==> src/design/remote_start_stop_module_unit_macros.svh <==
// Assertion macros shared by the remote start/stop controller.
// No dependencies; included by modules that carry concurrent checks.
`ifndef REMOTE_START_STOP_MODULE_UNIT_MACROS_SVH
`define REMOTE_START_STOP_MODULE_UNIT_MACROS_SVH

// Same-cycle implication, disabled while reset is held
`define RSSM_ASSERT_IMPLY(label, clk, rst_n, ante, cons, msg) \
    label: assert property (@(posedge clk) disable iff (!(rst_n)) (ante) |-> (cons)) \
        else $error(msg);

// Next-cycle implication, disabled while reset is held
`define RSSM_ASSERT_NEXT(label, clk, rst_n, ante, cons, msg) \
    label: assert property (@(posedge clk) disable iff (!(rst_n)) (ante) |=> (cons)) \
        else $error(msg);

`endif

==> src/design/rssm_pkg.sv <==
// Types and constants for the remote start/stop controller.
// No dependencies; imported by rssm_core and the top level.
package rssm_pkg;

    // Module status codes
    typedef enum logic [2:0] {
        MODE_POWER_ON    = 3'd0,
        MODE_STARTED     = 3'd1,
        MODE_STOPPED_SAFE = 3'd2,
        MODE_STOPPED     = 3'd3,
        MODE_PROGRAMMING = 3'd4
    } t_mode;

    // Input item kinds
    typedef enum logic [1:0] {
        ACT_TICK    = 2'd0,
        ACT_COMMAND = 2'd1,
        ACT_RESTORE = 2'd2,
        ACT_RESET   = 2'd3
    } t_action;

    // Configuration register indexes
    localparam logic [1:0] CFG_PROGRAM_ADDRESS = 2'd0;
    localparam logic [1:0] CFG_START_ADDRESS   = 2'd1;
    localparam logic [1:0] CFG_COOLDOWN_TICKS  = 2'd2;

    // Configuration reset values
    localparam logic [7:0] PROGRAM_ADDRESS_RST = 8'd11;
    localparam logic [7:0] START_ADDRESS_RST   = 8'd7;
    localparam logic [7:0] COOLDOWN_TICKS_RST  = 8'd50;

    // Command byte masks
    localparam logic [7:0] RING_MASK = 8'hFE;
    localparam logic [7:0] START_BIT = 8'h01;

    typedef struct packed {
        t_mode      mode;
        logic [7:0] ring;
        logic [7:0] wait_count;
    } t_state;

    typedef struct packed {
        logic [7:0] program_address;
        logic [7:0] start_address;
        logic [7:0] cooldown_ticks;
    } t_cfg;

    typedef struct packed {
        t_action    action;
        logic [7:0] cmd_address;
        logic [7:0] cmd_data;
        logic [2:0] restore_code;
        logic [7:0] saved_ring;
    } t_item;

endpackage

==> src/design/remote_start_stop_module_unit.sv <==
// Top level of the remote start/stop controller: state, config and output staging.
// Depends on rssm_pkg, rssm_core and remote_start_stop_module_unit_macros.svh.
//
// Channel   Dir  Handshake                    Content
// s_axis    in   s_axis_tvalid/tready         one item: kind in tuser, fields in tdata
// m_axis    out  m_axis_tvalid/tready         one result per item: status, ring id, save
// cfg       in   i_cfg_valid/o_cfg_ready      register index and 8-bit value
//
// One item is accepted per cycle while s_axis_tready is high; its result is valid the next
// cycle, in the skid if a result waits. The state update is a single compare-and-select
// pass on accept. A two-entry output stage (output register plus skid) keeps input accept
// open while one result waits; s_axis_tready drops only when both entries are full.
// Synchronous active-low reset returns the module to power-on, ring id zero.
`include "remote_start_stop_module_unit_macros.svh"

module remote_start_stop_module_unit
    import rssm_pkg::*;
(
    input  logic        i_clk,
    input  logic        i_rst_n,
    // input items
    input  logic        s_axis_tvalid,
    output logic        s_axis_tready,
    input  logic [31:0] s_axis_tdata,  // cmd_address[7:0], cmd_data[15:8],
                                       // restore_code[18:16], saved_ring[26:19], zero pad
    input  logic [1:0]  s_axis_tuser,  // action[1:0]
    // results
    output logic        m_axis_tvalid,
    input  logic        m_axis_tready,
    output logic [15:0] m_axis_tdata,  // status[2:0], ring_id[10:3], save_request[11],
                                       // zero pad
    // configuration writes
    input  logic        i_cfg_valid,
    output logic        o_cfg_ready,
    input  logic [1:0]  i_cfg_index,
    input  logic [7:0]  i_cfg_data
);

    t_state     r_state;
    t_state     n_state;
    t_cfg       r_cfg;
    t_item      item;
    logic       save;
    logic [11:0] result;

    logic        r_out_valid;
    logic [11:0] r_out_data;
    logic        r_skid_valid;
    logic [11:0] r_skid_data;

    logic in_fire;
    logic out_fire;
    logic cfg_fire;

    assign in_fire  = s_axis_tvalid && s_axis_tready;
    assign out_fire = m_axis_tvalid && m_axis_tready;
    assign cfg_fire = i_cfg_valid && o_cfg_ready;

    assign o_cfg_ready   = 1'b1;
    assign s_axis_tready = !r_skid_valid;

    // Unpack the input transaction
    assign item.action       = t_action'(s_axis_tuser);
    assign item.cmd_address  = s_axis_tdata[7:0];
    assign item.cmd_data     = s_axis_tdata[15:8];
    assign item.restore_code = s_axis_tdata[18:16];
    assign item.saved_ring   = s_axis_tdata[26:19];

    rssm_core u_core (
        .i_state (r_state),
        .i_cfg   (r_cfg),
        .i_item  (item),
        .o_state (n_state),
        .o_save  (save)
    );

    assign result = {save, n_state.ring, n_state.mode};

    // Configuration registers
    always_ff @(posedge i_clk) begin
        if (!i_rst_n) begin
            r_cfg.program_address <= PROGRAM_ADDRESS_RST;
            r_cfg.start_address   <= START_ADDRESS_RST;
            r_cfg.cooldown_ticks  <= COOLDOWN_TICKS_RST;
        end else if (cfg_fire) begin
            unique case (i_cfg_index)
                CFG_PROGRAM_ADDRESS: r_cfg.program_address <= i_cfg_data;
                CFG_START_ADDRESS:   r_cfg.start_address   <= i_cfg_data;
                CFG_COOLDOWN_TICKS:  r_cfg.cooldown_ticks  <= i_cfg_data;
                default:             r_cfg                 <= r_cfg;
            endcase
        end
    end

    // Controller state, advanced once per accepted transaction
    always_ff @(posedge i_clk) begin
        if (!i_rst_n) begin
            r_state.mode       <= MODE_POWER_ON;
            r_state.ring       <= 8'd0;
            r_state.wait_count <= 8'd0;
        end else if (in_fire) begin
            r_state <= n_state;
        end
    end

    // Output register and skid entry; the skid always holds the younger result
    always_ff @(posedge i_clk) begin
        if (!i_rst_n) begin
            r_out_valid  <= 1'b0;
            r_skid_valid <= 1'b0;
        end else begin
            if (!r_out_valid || out_fire) begin
                if (r_skid_valid) begin
                    r_out_valid  <= 1'b1;
                    r_skid_valid <= 1'b0;
                end else begin
                    r_out_valid <= in_fire;
                end
            end else if (in_fire) begin
                r_skid_valid <= 1'b1;
            end
        end
    end

    always_ff @(posedge i_clk) begin
        if (!r_out_valid || out_fire) begin
            if (r_skid_valid) begin
                r_out_data <= r_skid_data;
            end else if (in_fire) begin
                r_out_data <= result;
            end
        end
        if (in_fire && r_out_valid && !out_fire) begin
            r_skid_data <= result;
        end
    end

    assign m_axis_tvalid = r_out_valid;
    assign m_axis_tdata  = {4'd0, r_out_data};

    // Checks on the output staging and state update
    `RSSM_ASSERT_IMPLY(a_skid_behind_out, i_clk, i_rst_n, r_skid_valid, r_out_valid,
        "skid entry holds a result while the output register is empty")
    `RSSM_ASSERT_NEXT(a_accept_gives_result, i_clk, i_rst_n, in_fire, m_axis_tvalid,
        "accepted transaction left no result")
    `RSSM_ASSERT_NEXT(a_stalled_accept_to_skid, i_clk, i_rst_n,
        in_fire && r_out_valid && !m_axis_tready, r_skid_valid,
        "transaction accepted behind a stalled result was not kept")
    `RSSM_ASSERT_NEXT(a_state_holds_idle, i_clk, i_rst_n, !in_fire, $stable(r_state),
        "controller state changed without an accepted transaction")

endmodule

==> src/design/rssm_core.sv <==
// Next-state and save-request logic of the remote start/stop controller.
// Depends on rssm_pkg; purely combinational, used by the top level.
module rssm_core
    import rssm_pkg::*;
(
    input  t_state i_state,
    input  t_cfg   i_cfg,
    input  t_item  i_item,
    output t_state o_state,
    output logic   o_save
);

    logic [7:0] id;
    logic       prog_hit;
    logic       start_hit;
    logic       wait_zero;

    assign id        = i_item.cmd_data & RING_MASK;
    assign prog_hit  = (i_item.cmd_address == i_cfg.program_address) &&
                       (i_state.mode == MODE_POWER_ON || i_state.mode == MODE_STARTED);
    assign start_hit = (i_item.cmd_address == i_cfg.start_address) && (id == i_state.ring);
    assign wait_zero = (i_state.wait_count == 8'd0);

    // Decode the item kind and update status, ring id and cooldown
    always_comb begin
        o_state = i_state;
        o_save  = 1'b0;
        unique case (i_item.action)
            ACT_TICK: begin
                if (wait_zero && i_state.mode == MODE_STOPPED_SAFE) begin
                    o_state.mode = MODE_STOPPED;
                    o_save       = 1'b1;
                end else if (wait_zero && i_state.mode == MODE_PROGRAMMING) begin
                    o_state.mode = MODE_POWER_ON;
                    o_save       = 1'b1;
                end
                if (!wait_zero) begin
                    o_state.wait_count = i_state.wait_count - 8'd1;
                end
            end
            ACT_COMMAND: begin
                if (prog_hit) begin
                    // Program a new ring id; an unchanged id is dropped
                    if (id != i_state.ring) begin
                        o_state.mode       = MODE_PROGRAMMING;
                        o_state.wait_count = i_cfg.cooldown_ticks;
                        o_state.ring       = id;
                        o_save             = 1'b1;
                    end
                end else if (start_hit) begin
                    if ((i_item.cmd_data & START_BIT) != 8'd0) begin
                        if (i_state.mode == MODE_POWER_ON) begin
                            o_state.mode = MODE_STARTED;
                        end
                    end else begin
                        o_state.mode       = MODE_STOPPED_SAFE;
                        o_state.wait_count = i_cfg.cooldown_ticks;
                    end
                    o_save = 1'b1;
                end
            end
            ACT_RESTORE: begin
                o_state.ring = i_item.saved_ring;
                if (i_item.restore_code == MODE_STARTED) begin
                    o_state.mode = MODE_STARTED;
                end else if (i_item.restore_code == MODE_STOPPED_SAFE) begin
                    o_state.mode       = MODE_STOPPED_SAFE;
                    o_state.wait_count = i_cfg.cooldown_ticks;
                end else begin
                    o_state.mode = MODE_POWER_ON;
                end
            end
            ACT_RESET: begin
                if (i_state.mode == MODE_STOPPED) begin
                    o_state.mode = MODE_POWER_ON;
                end
            end
            default: begin
                o_state = i_state;
            end
        endcase
    end

endmodule
==> config.mk <==
export PLATFORM = sky130hd
export DESIGN_NAME = remote_start_stop_module_unit
export DESIGN_NICKNAME = d
export VERILOG_FILES = /design/src/design/rssm_pkg.sv /design/src/design/remote_start_stop_module_unit.sv /design/src/design/rssm_core.sv
export VERILOG_INCLUDE_DIRS = /design/src /design/src/design
export SDC_FILE = /design/constraint.sdc
export NUM_CORES = 1
export LEC_CHECK = 0
export ABC_AREA = 1
export ABC_CLOCK_PERIOD_IN_PS = 2700
export BUFFER_PORTS_ARGS = -buffer_cell sky130_fd_sc_hd__buf_4
export CELL_PAD_IN_SITES_DETAIL_PLACEMENT = 2
export CELL_PAD_IN_SITES_GLOBAL_PLACEMENT = 2
export CORE_MARGIN = 2
export CORE_UTILIZATION = 33
export DETAILED_ROUTE_END_ITERATION = 12
export PLACE_DENSITY = 0.83
export SYNTH_ARGS = -nofsm -noshare
export SYNTH_HDL_FRONTEND = slang
export SYNTH_HIERARCHICAL = 1
export SYNTH_SLANG_ARGS = --single-unit
==> constraint.sdc <==
create_clock -name i_clk -period 2.7 [get_ports i_clk]
set_clock_uncertainty 0.05 [all_clocks]
set_input_delay 0.675 -clock i_clk [delete_from_list [all_inputs] [get_ports i_clk]]
set_output_delay 0.675 -clock i_clk [all_outputs]
set_load 0.03 [all_outputs]
==> results of run 1 <==
[per-layer routing]
metal / share of wire / vias to the layer above / track usage
met1: 0.45 / 2307 / 0.269
met5: 0 / - / 0
li1: - / 2358 / -
met2: 0.52 / 68 / 0.409
met4: 0.013 / 0 / 0.0675
met3: 0.021 / 16 / 0.0283
[state kept, by name, indices dropped and copies added, names as in the netlist]
register       flops
r_cfg             24
r_state           19
r_out_data        12
r_skid_data       12
m_axis_tvalid      1
r_skid_valid       1
[kinds of logic (layout without fill, tap and decap cells)]
logic type      count (synthesis)  count (layout)  share of synthesized area
xor+xnor                        8               8                     0.0152
compound gates                115             115                      0.134
buf+inv                       119             170                      0.117
other cells                     2               5                    0.00163
flops                          69              69                      0.351
fa+ha+maj                       6               6                     0.0163
simple gates                  399             399                      0.364
[worst reg2reg max path, stage by stage, from the launching register on]
cell	delay (ns)
dfxtp_1	0.43
inv_1	0.09
nand2_1	0.06
nand2_1	0.08
nor2_1	0.12
nand2_1	0.10
nor2_4	0.18
nand2_4	0.13
nor2_1	0.18
a21oi_1	0.12
o21ai_0	0.49
nand2_1	0.11
nand2_1	0.11
[power groups by stage]
| stage | logic [W] | registers, W | clock network [W] |
|---|---|---|---|
| 6_report | 0.000655 | 0.00121 | 0.00110 |
| 5_1_grt | 0.000738 | 0.00122 | 0.00116 |
| 4_1_cts | 0.000662 | 0.00122 | 0.00112 |
| 3_5_place_dp | 0.000651 | 0.00124 | 0 |
| 3_3_place_gp | 0.000609 | 0.00123 | 0 |
| 2_1_floorplan | 0.000402 | 0.00126 | 0 |
[final timing paths]
kind | endpoint | depth (start not counted) | from | slack, ns
worst max-delay path | r_out_data[1] | 13 | s_axis_tdata[5] | 0.32
worst min-delay path | r_cfg[16] | 2 | r_cfg[16] | 0.41
worst max register to register | r_out_data[1] | 12 | r_state[10] | 0.32
worst min register to register | r_cfg[16] | 2 | r_cfg[16] | 0.41
[synth_stat cells, types with 2 or more instances]
| library cell | number |
|---|---|
| a21oi_1 | 46 |
| a21oi_2 | 9 |
| a31oi_1 | 2 |
| and2_1 | 2 |
| buf_2 | 10 |
| buf_4 | 8 |
| buf_6 | 7 |
| clkbuf_1 | 8 |
| clkinv_1 | 2 |
| conb_1 | 2 |
| dfxtp_1 | 45 |
| edfxtp_1 | 24 |
| ha_1 | 6 |
| inv_1 | 74 |
| inv_2 | 9 |
| nand2_1 | 222 |
| nand2_2 | 4 |
| nand3_1 | 36 |
| nand3_2 | 3 |
| nand4_1 | 9 |
| nor2_1 | 103 |
| nor2_2 | 3 |
| nor2_4 | 3 |
| nor3_1 | 6 |
| nor4_1 | 2 |
| o21ai_0 | 30 |
| o21ai_1 | 25 |
| xnor2_1 | 3 |
| xor2_1 | 5 |
[layout make-up]
class,instances,area (sq um),area share
tap,180,225,0.0415
clock inverter,6,40.0,0.00737
sequential,69,1620,0.299
inverter,85,319,0.0588
clock buffer,10,229,0.0422
multi-input combinational,533,2460,0.454
timing repair buffer,69,531,0.0977
[per-stage QoR]
step / setup WS [ns] / area (sq um) / hold WS, ns / total power, W
finish: 0.317 / 5430 / 0.413 / 0.00297
global route: 0.0347 / 5430 / 0.458 / 0.00312
CTS: 0.289 / 5430 / 0.420 / 0.00300
detailed placement: -0.0000382 / 5160 / 0.405 / 0.00189
global placement: 0.243 / 5160 / 0.399 / 0.00184
floorplan: 0.639 / 4630 / 0.379 / 0.00166
[cell usage in the layout, fill, tap and decap left out, types with 9 or more instances in the layout]
cell type / instances
nand2_1: 222
nor2_1: 103
inv_1: 74
buf_4: 68
a21oi_1: 46
dfxtp_1: 45
nand3_1: 36
o21ai_0: 30
o21ai_1: 25
edfxtp_1: 24
inv_2: 9
a21oi_2: 9
nand4_1: 9
clkbuf_16: 9
==> results.md, run 1 <==
* Main synth FF type: dfxtp_1
* Setup TNS at 0 ns
* Status: finished, final reports clean
* Slowest CP cell: o21ai_0
* Clk_lat worst skew at 0.34 ns
* CTS max path bufs at 2
* Antenna-violating nets left at 0
* Share of cells above drive strength 1 at 0.152
* H-tree lvl count at 3
* Vias at 4,749
* Layout Utilization at 0.394
* Grt ovf at 0
* Routed WL at 15,700 um
* Io pins at 68
* Synth top area share at 0.195
* Sequential power share at 0.409
* Sequential share of the synthesized area at 0.351
* DP Wirelength at roughly 12,000 um
* Syn Area/Cell at 6.43 sq um
* Lkg Pwr at 2.67 nW
* Worst VDD drop at 211 uV
* First-pass detailed-route iteration total at 4
* Crit-path max cell delay at 0.49 ns
* Buf+Inv Stages, Crit Path at 2
* Crit path arrival time at 2.53 ns
* Hold_buf cts at 0
* Max-Cap Viols at 0
* Die Wd at 122 um
* Initial antenna violation count at 0
* Asr flop ratio synth at 0
* # rows at 43
* DR iter-0 viols at 141
* Core area at 0.0138 sq mm
* IO buf count at 57
* Logic gate share of total power at 0.221
* Die Y-Extent at 122 um
* Placed cell count at 936
* Worst-Margin Slew at 1.01 ns
* Worst-path fanout max at 11
* Top cells by area, synth: dfxtp_1 (20%), nand2_1 (18%), edfxtp_1 (16%), nor2_1 (8.4%), inv_1 (6.0%)
* Cts bufs inserted at 9
* HP Class: register to register
* Initial core utilization at 0.335
* Clock Sinks at 69
* WL per Instance at 16.4 um
* Sw frac at 0.325
* Switch Pwr at 0.000965 W
* Routability cong. at 0.855
* Critical Path Source Type: input port
* CP required at 2.85 ns
* # DRC at 0
* Post-synth EDFFs at 24
* Vias in the first global route at 5,139
* Synthesized area at roughly 0.0046 sq mm
* F_max at 420 MHz
* Crit-path cells: buf_4, inv_1, nand2_1, nand2_1, nor2_2, nand2_2, nor2_8, nand2_4, nor2_1, a21oi_1, o21ai_0, nand2_1, nand2_1
* Cell accounting for the most synthesized area: dfxtp_1
* Synthesis-to-finish area growth at 17.6%
* Final Hold Vio Count at 0
* Ant diodes at 0
* Final Cycle Share at 0.883
* Setup Viol. Count Final at 0
* Crit path top cell by count: nand2_1
* Relative max-transition margin at 0.324
* RSZ-0062 raised after global routing: no
* Largest net degree at the start of global routing at 44
* CTS clk-pin slew, worst paths at ~0.060 ns
* Final Critical Period at ~2.4 ns
* CTS tree: done
* Die footprint at 0.0150 sq mm
* CP Capture Type: register
* Clock power share at 0.370
* Final non-filler cell total at 952
* First-pass GRT wire length at 25,900 um
* Root buffer cell: clkbuf_16
* Internal Pwr Total at 0.00200 W
* Synth Register Bits at 69
* Synth unique cells at 39
* Cell Pwr Density at 547 mW/mm^2
* Post-CTS sizing at 0
* Top cell family by delay on the critical path: simple AND/OR/NAND/NOR gates
* GRT Total Usage at 0.223
* Setup bufs post-CTS at 0
* DR vias/cell at 4.99
* Synth Instances at 718
* Filler instances at 1,733
* Yosys warning count at 6
* NumNets Final at slightly above 800
* Kind of critical path: input port to register
* Pins Over Slew Limit at 0
No activity file was read; power rests on OpenSTA's default activity.
==> run 2: changes to the inputs <==
--- a/config.mk
+++ b/config.mk
@@ -8,7 +8,7 @@
 export LEC_CHECK = 0
 export ABC_AREA = 1
 export ABC_CLOCK_PERIOD_IN_PS = 2700
-export BUFFER_PORTS_ARGS = -buffer_cell sky130_fd_sc_hd__buf_4
+export BUFFER_PORTS_ARGS = -buffer_cell sky130_fd_sc_hd__buf_2
 export CELL_PAD_IN_SITES_DETAIL_PLACEMENT = 2
 export CELL_PAD_IN_SITES_GLOBAL_PLACEMENT = 2
 export CORE_MARGIN = 2
==> results.md, run 2 (synthesis results as in run 1) <==
* Cell Pwr Density at 578 mW/mm^2 (+5.7%)
* HP Class: register to register
* CTS max path bufs at 2 (unchanged)
* Share of cells above drive strength 1 at 0.154 (+0.00259)
* Routed WL at 15,700 um (+0.43%)
* Die footprint at 0.0150 sq mm (unchanged)
* CTS clk-pin slew, worst paths at 0.06 ns (about the same)
* Vias in the first global route at 5,141 (+0.039%)
* CP Capture Type: register
* Setup TNS at 0 ns (unchanged)
* Setup bufs post-CTS at 0 (unchanged)
* First-pass GRT wire length at 26,200 um (+0.96%)
* # DRC at 0 (unchanged)
* Antenna-violating nets left at 0 (unchanged)
* Vias at 4,748 (-0.021%)
* GRT Total Usage at 0.225 (+0.00229)
* Biggest regs: r_cfg: 24 flops, r_state: 19 flops
* Critical Path Source Type: register
* Kind of critical path: register to register
* Relative max-transition margin at 0.329 (+0.00509)
* Initial antenna violation count at 0 (unchanged)
* Initial core utilization at 0.335 (unchanged)
* Final Critical Period at 2.29 ns (-0.0909 ns)
* Worst-Margin Slew at 1.00 ns (-0.00760 ns)
* DR vias/cell at 4.99 (about the same)
* WL per Instance at 16.5 um (+0.43%)
* Pins Over Slew Limit at 0 (unchanged)
* Status: finished, final reports clean
* Die Wd at 122 um (unchanged)
* Routability cong. at 0.880 (+2.9%)
* Worst VDD drop at 228 uV (+8.0%)
* Io pins at 68 (unchanged)
* Post-DP Area at 0.00503 sq mm (-2.5%)
* # rows at 43 (unchanged)
* Die Y-Extent at 122 um (unchanged)
* RSZ-0062 raised after global routing: no
* Cts bufs inserted at 9 (unchanged)
* Core area at 0.0138 sq mm (unchanged)
* Layout Utilization at 0.387 (-0.00690)
* Commonest non-fill, non-tap cell in the layout: nand2_1
* F_max at 436 MHz (+4.0%)
* Clk_lat worst skew at 0.35 ns (about the same)
* CP required at 2.88 ns (+0.03 ns)
* Commonest cells after routing, fill and taps aside: nand2_1 (222), nor2_1 (103), inv_1 (74)
* Max-Cap Viols at 0 (unchanged)
* Final Cycle Share at 0.849 (-0.0337)
* Grt ovf at 0 (unchanged)
* Worst-path fanout max at 9 (-2)
* Synthesis-to-finish area growth at 15.6%
* Max reg flops at 24 (unchanged)
* Cell area after layout at 0.00534 sq mm (-1.8%)
* Clock Sinks at 69 (unchanged)
* Design Power at 0.00308 W (+3.9%)
* H-tree lvl count at 3 (unchanged)
* DR iter-0 viols at 195 (+38%)
* Ant diodes at 0 (unchanged)
* Hold_buf cts at 0 (unchanged)
* Root buffer cell: clkbuf_16
* Lkg Pwr at 2.65 nW (-0.59%)
* IO buf count at 57 (unchanged)
* DP Wirelength at 12,200 um (+1.9%)
* Post-CTS sizing at 0 (unchanged)
* Crit path arrival time at 2.47 ns (-0.06 ns)
* CTS tree: done
* Biggest register: r_cfg
* Largest net degree at the start of global routing at 27 (-39%)
* NumNets Final at 822 (unchanged)
* Final Hold Vio Count at 0 (unchanged)
* First-pass detailed-route iteration total at 4 (unchanged)
* Setup Viol. Count Final at 0 (unchanged)
[run 2: changes by cell type in the layout (fill, tap and decap cells not counted)]
cell / change
inv_6: +3
bufinv_16: +1
buf_2: +57
buf_12: +1
buf_4: -58
clkinvlp_4: -3
clkbuf_1: -1
clkinv_1: -1
clkinv_4: +1
[run 2: final timing paths]
check                   from              to  slack [ns]  cells after the start
setup / recovery  r_state[1]  r_out_data[11]        0.41                     10
hold / removal     r_cfg[16]       r_cfg[16]        0.42                      2
setup reg to reg  r_state[1]  r_out_data[11]        0.41                     10
hold reg to reg    r_cfg[16]       r_cfg[16]        0.42                      2
[run 2: worst max-delay path, cell delays in order (launching register included)]
cell and delay, ns:
dfxtp_1 0.35, clkinv_1 0.19, ha_1 0.19, nand3_1 0.07
nor2_1 0.26, inv_1 0.16, nor4_1 0.32, o21ai_0 0.18
o21ai_1 0.20, nand2_1 0.12, nand2_1 0.07
[run 2: stage by stage]
stage          setup WS (ns)  hold slack (ns)  instances
3_3_place_gp           0.250            0.398        936
2_1_floorplan          0.639            0.379        721
3_5_place_dp           0.133            0.416        936
4_1_cts                0.414            0.431        952
6_report               0.408            0.421        952
5_1_grt                0.179            0.459        952
[run 2: layer usage]
metal	track usage	vias up	wire, um
li1	-	2359	-
met3	0.0316	19	357
met2	0.416	56	8320
met1	0.267	2314	6810
met4	0.0704	0	228
met5	0	-	0
[run 2: cell type report]
class | count | area (sq um)
sequential | 69 | 1620
multi-input combinational | 533 | 2460
clock buffer | 9 | 225
timing repair buffer | 69 | 400
inverter | 85 | 319
tap | 180 | 225
fill | 1735 | 8440
clock inverter | 7 | 78.8
[run 2: power breakdown]
part           leakage (nW)  total (W)  internal (W)  switching, W
clock network         0.151    0.00124      0.000728      0.000513
logic                  1.90   0.000629      0.000204      0.000426
registers             0.599    0.00121       0.00115     0.0000597
total                  2.65    0.00308       0.00208      0.000998
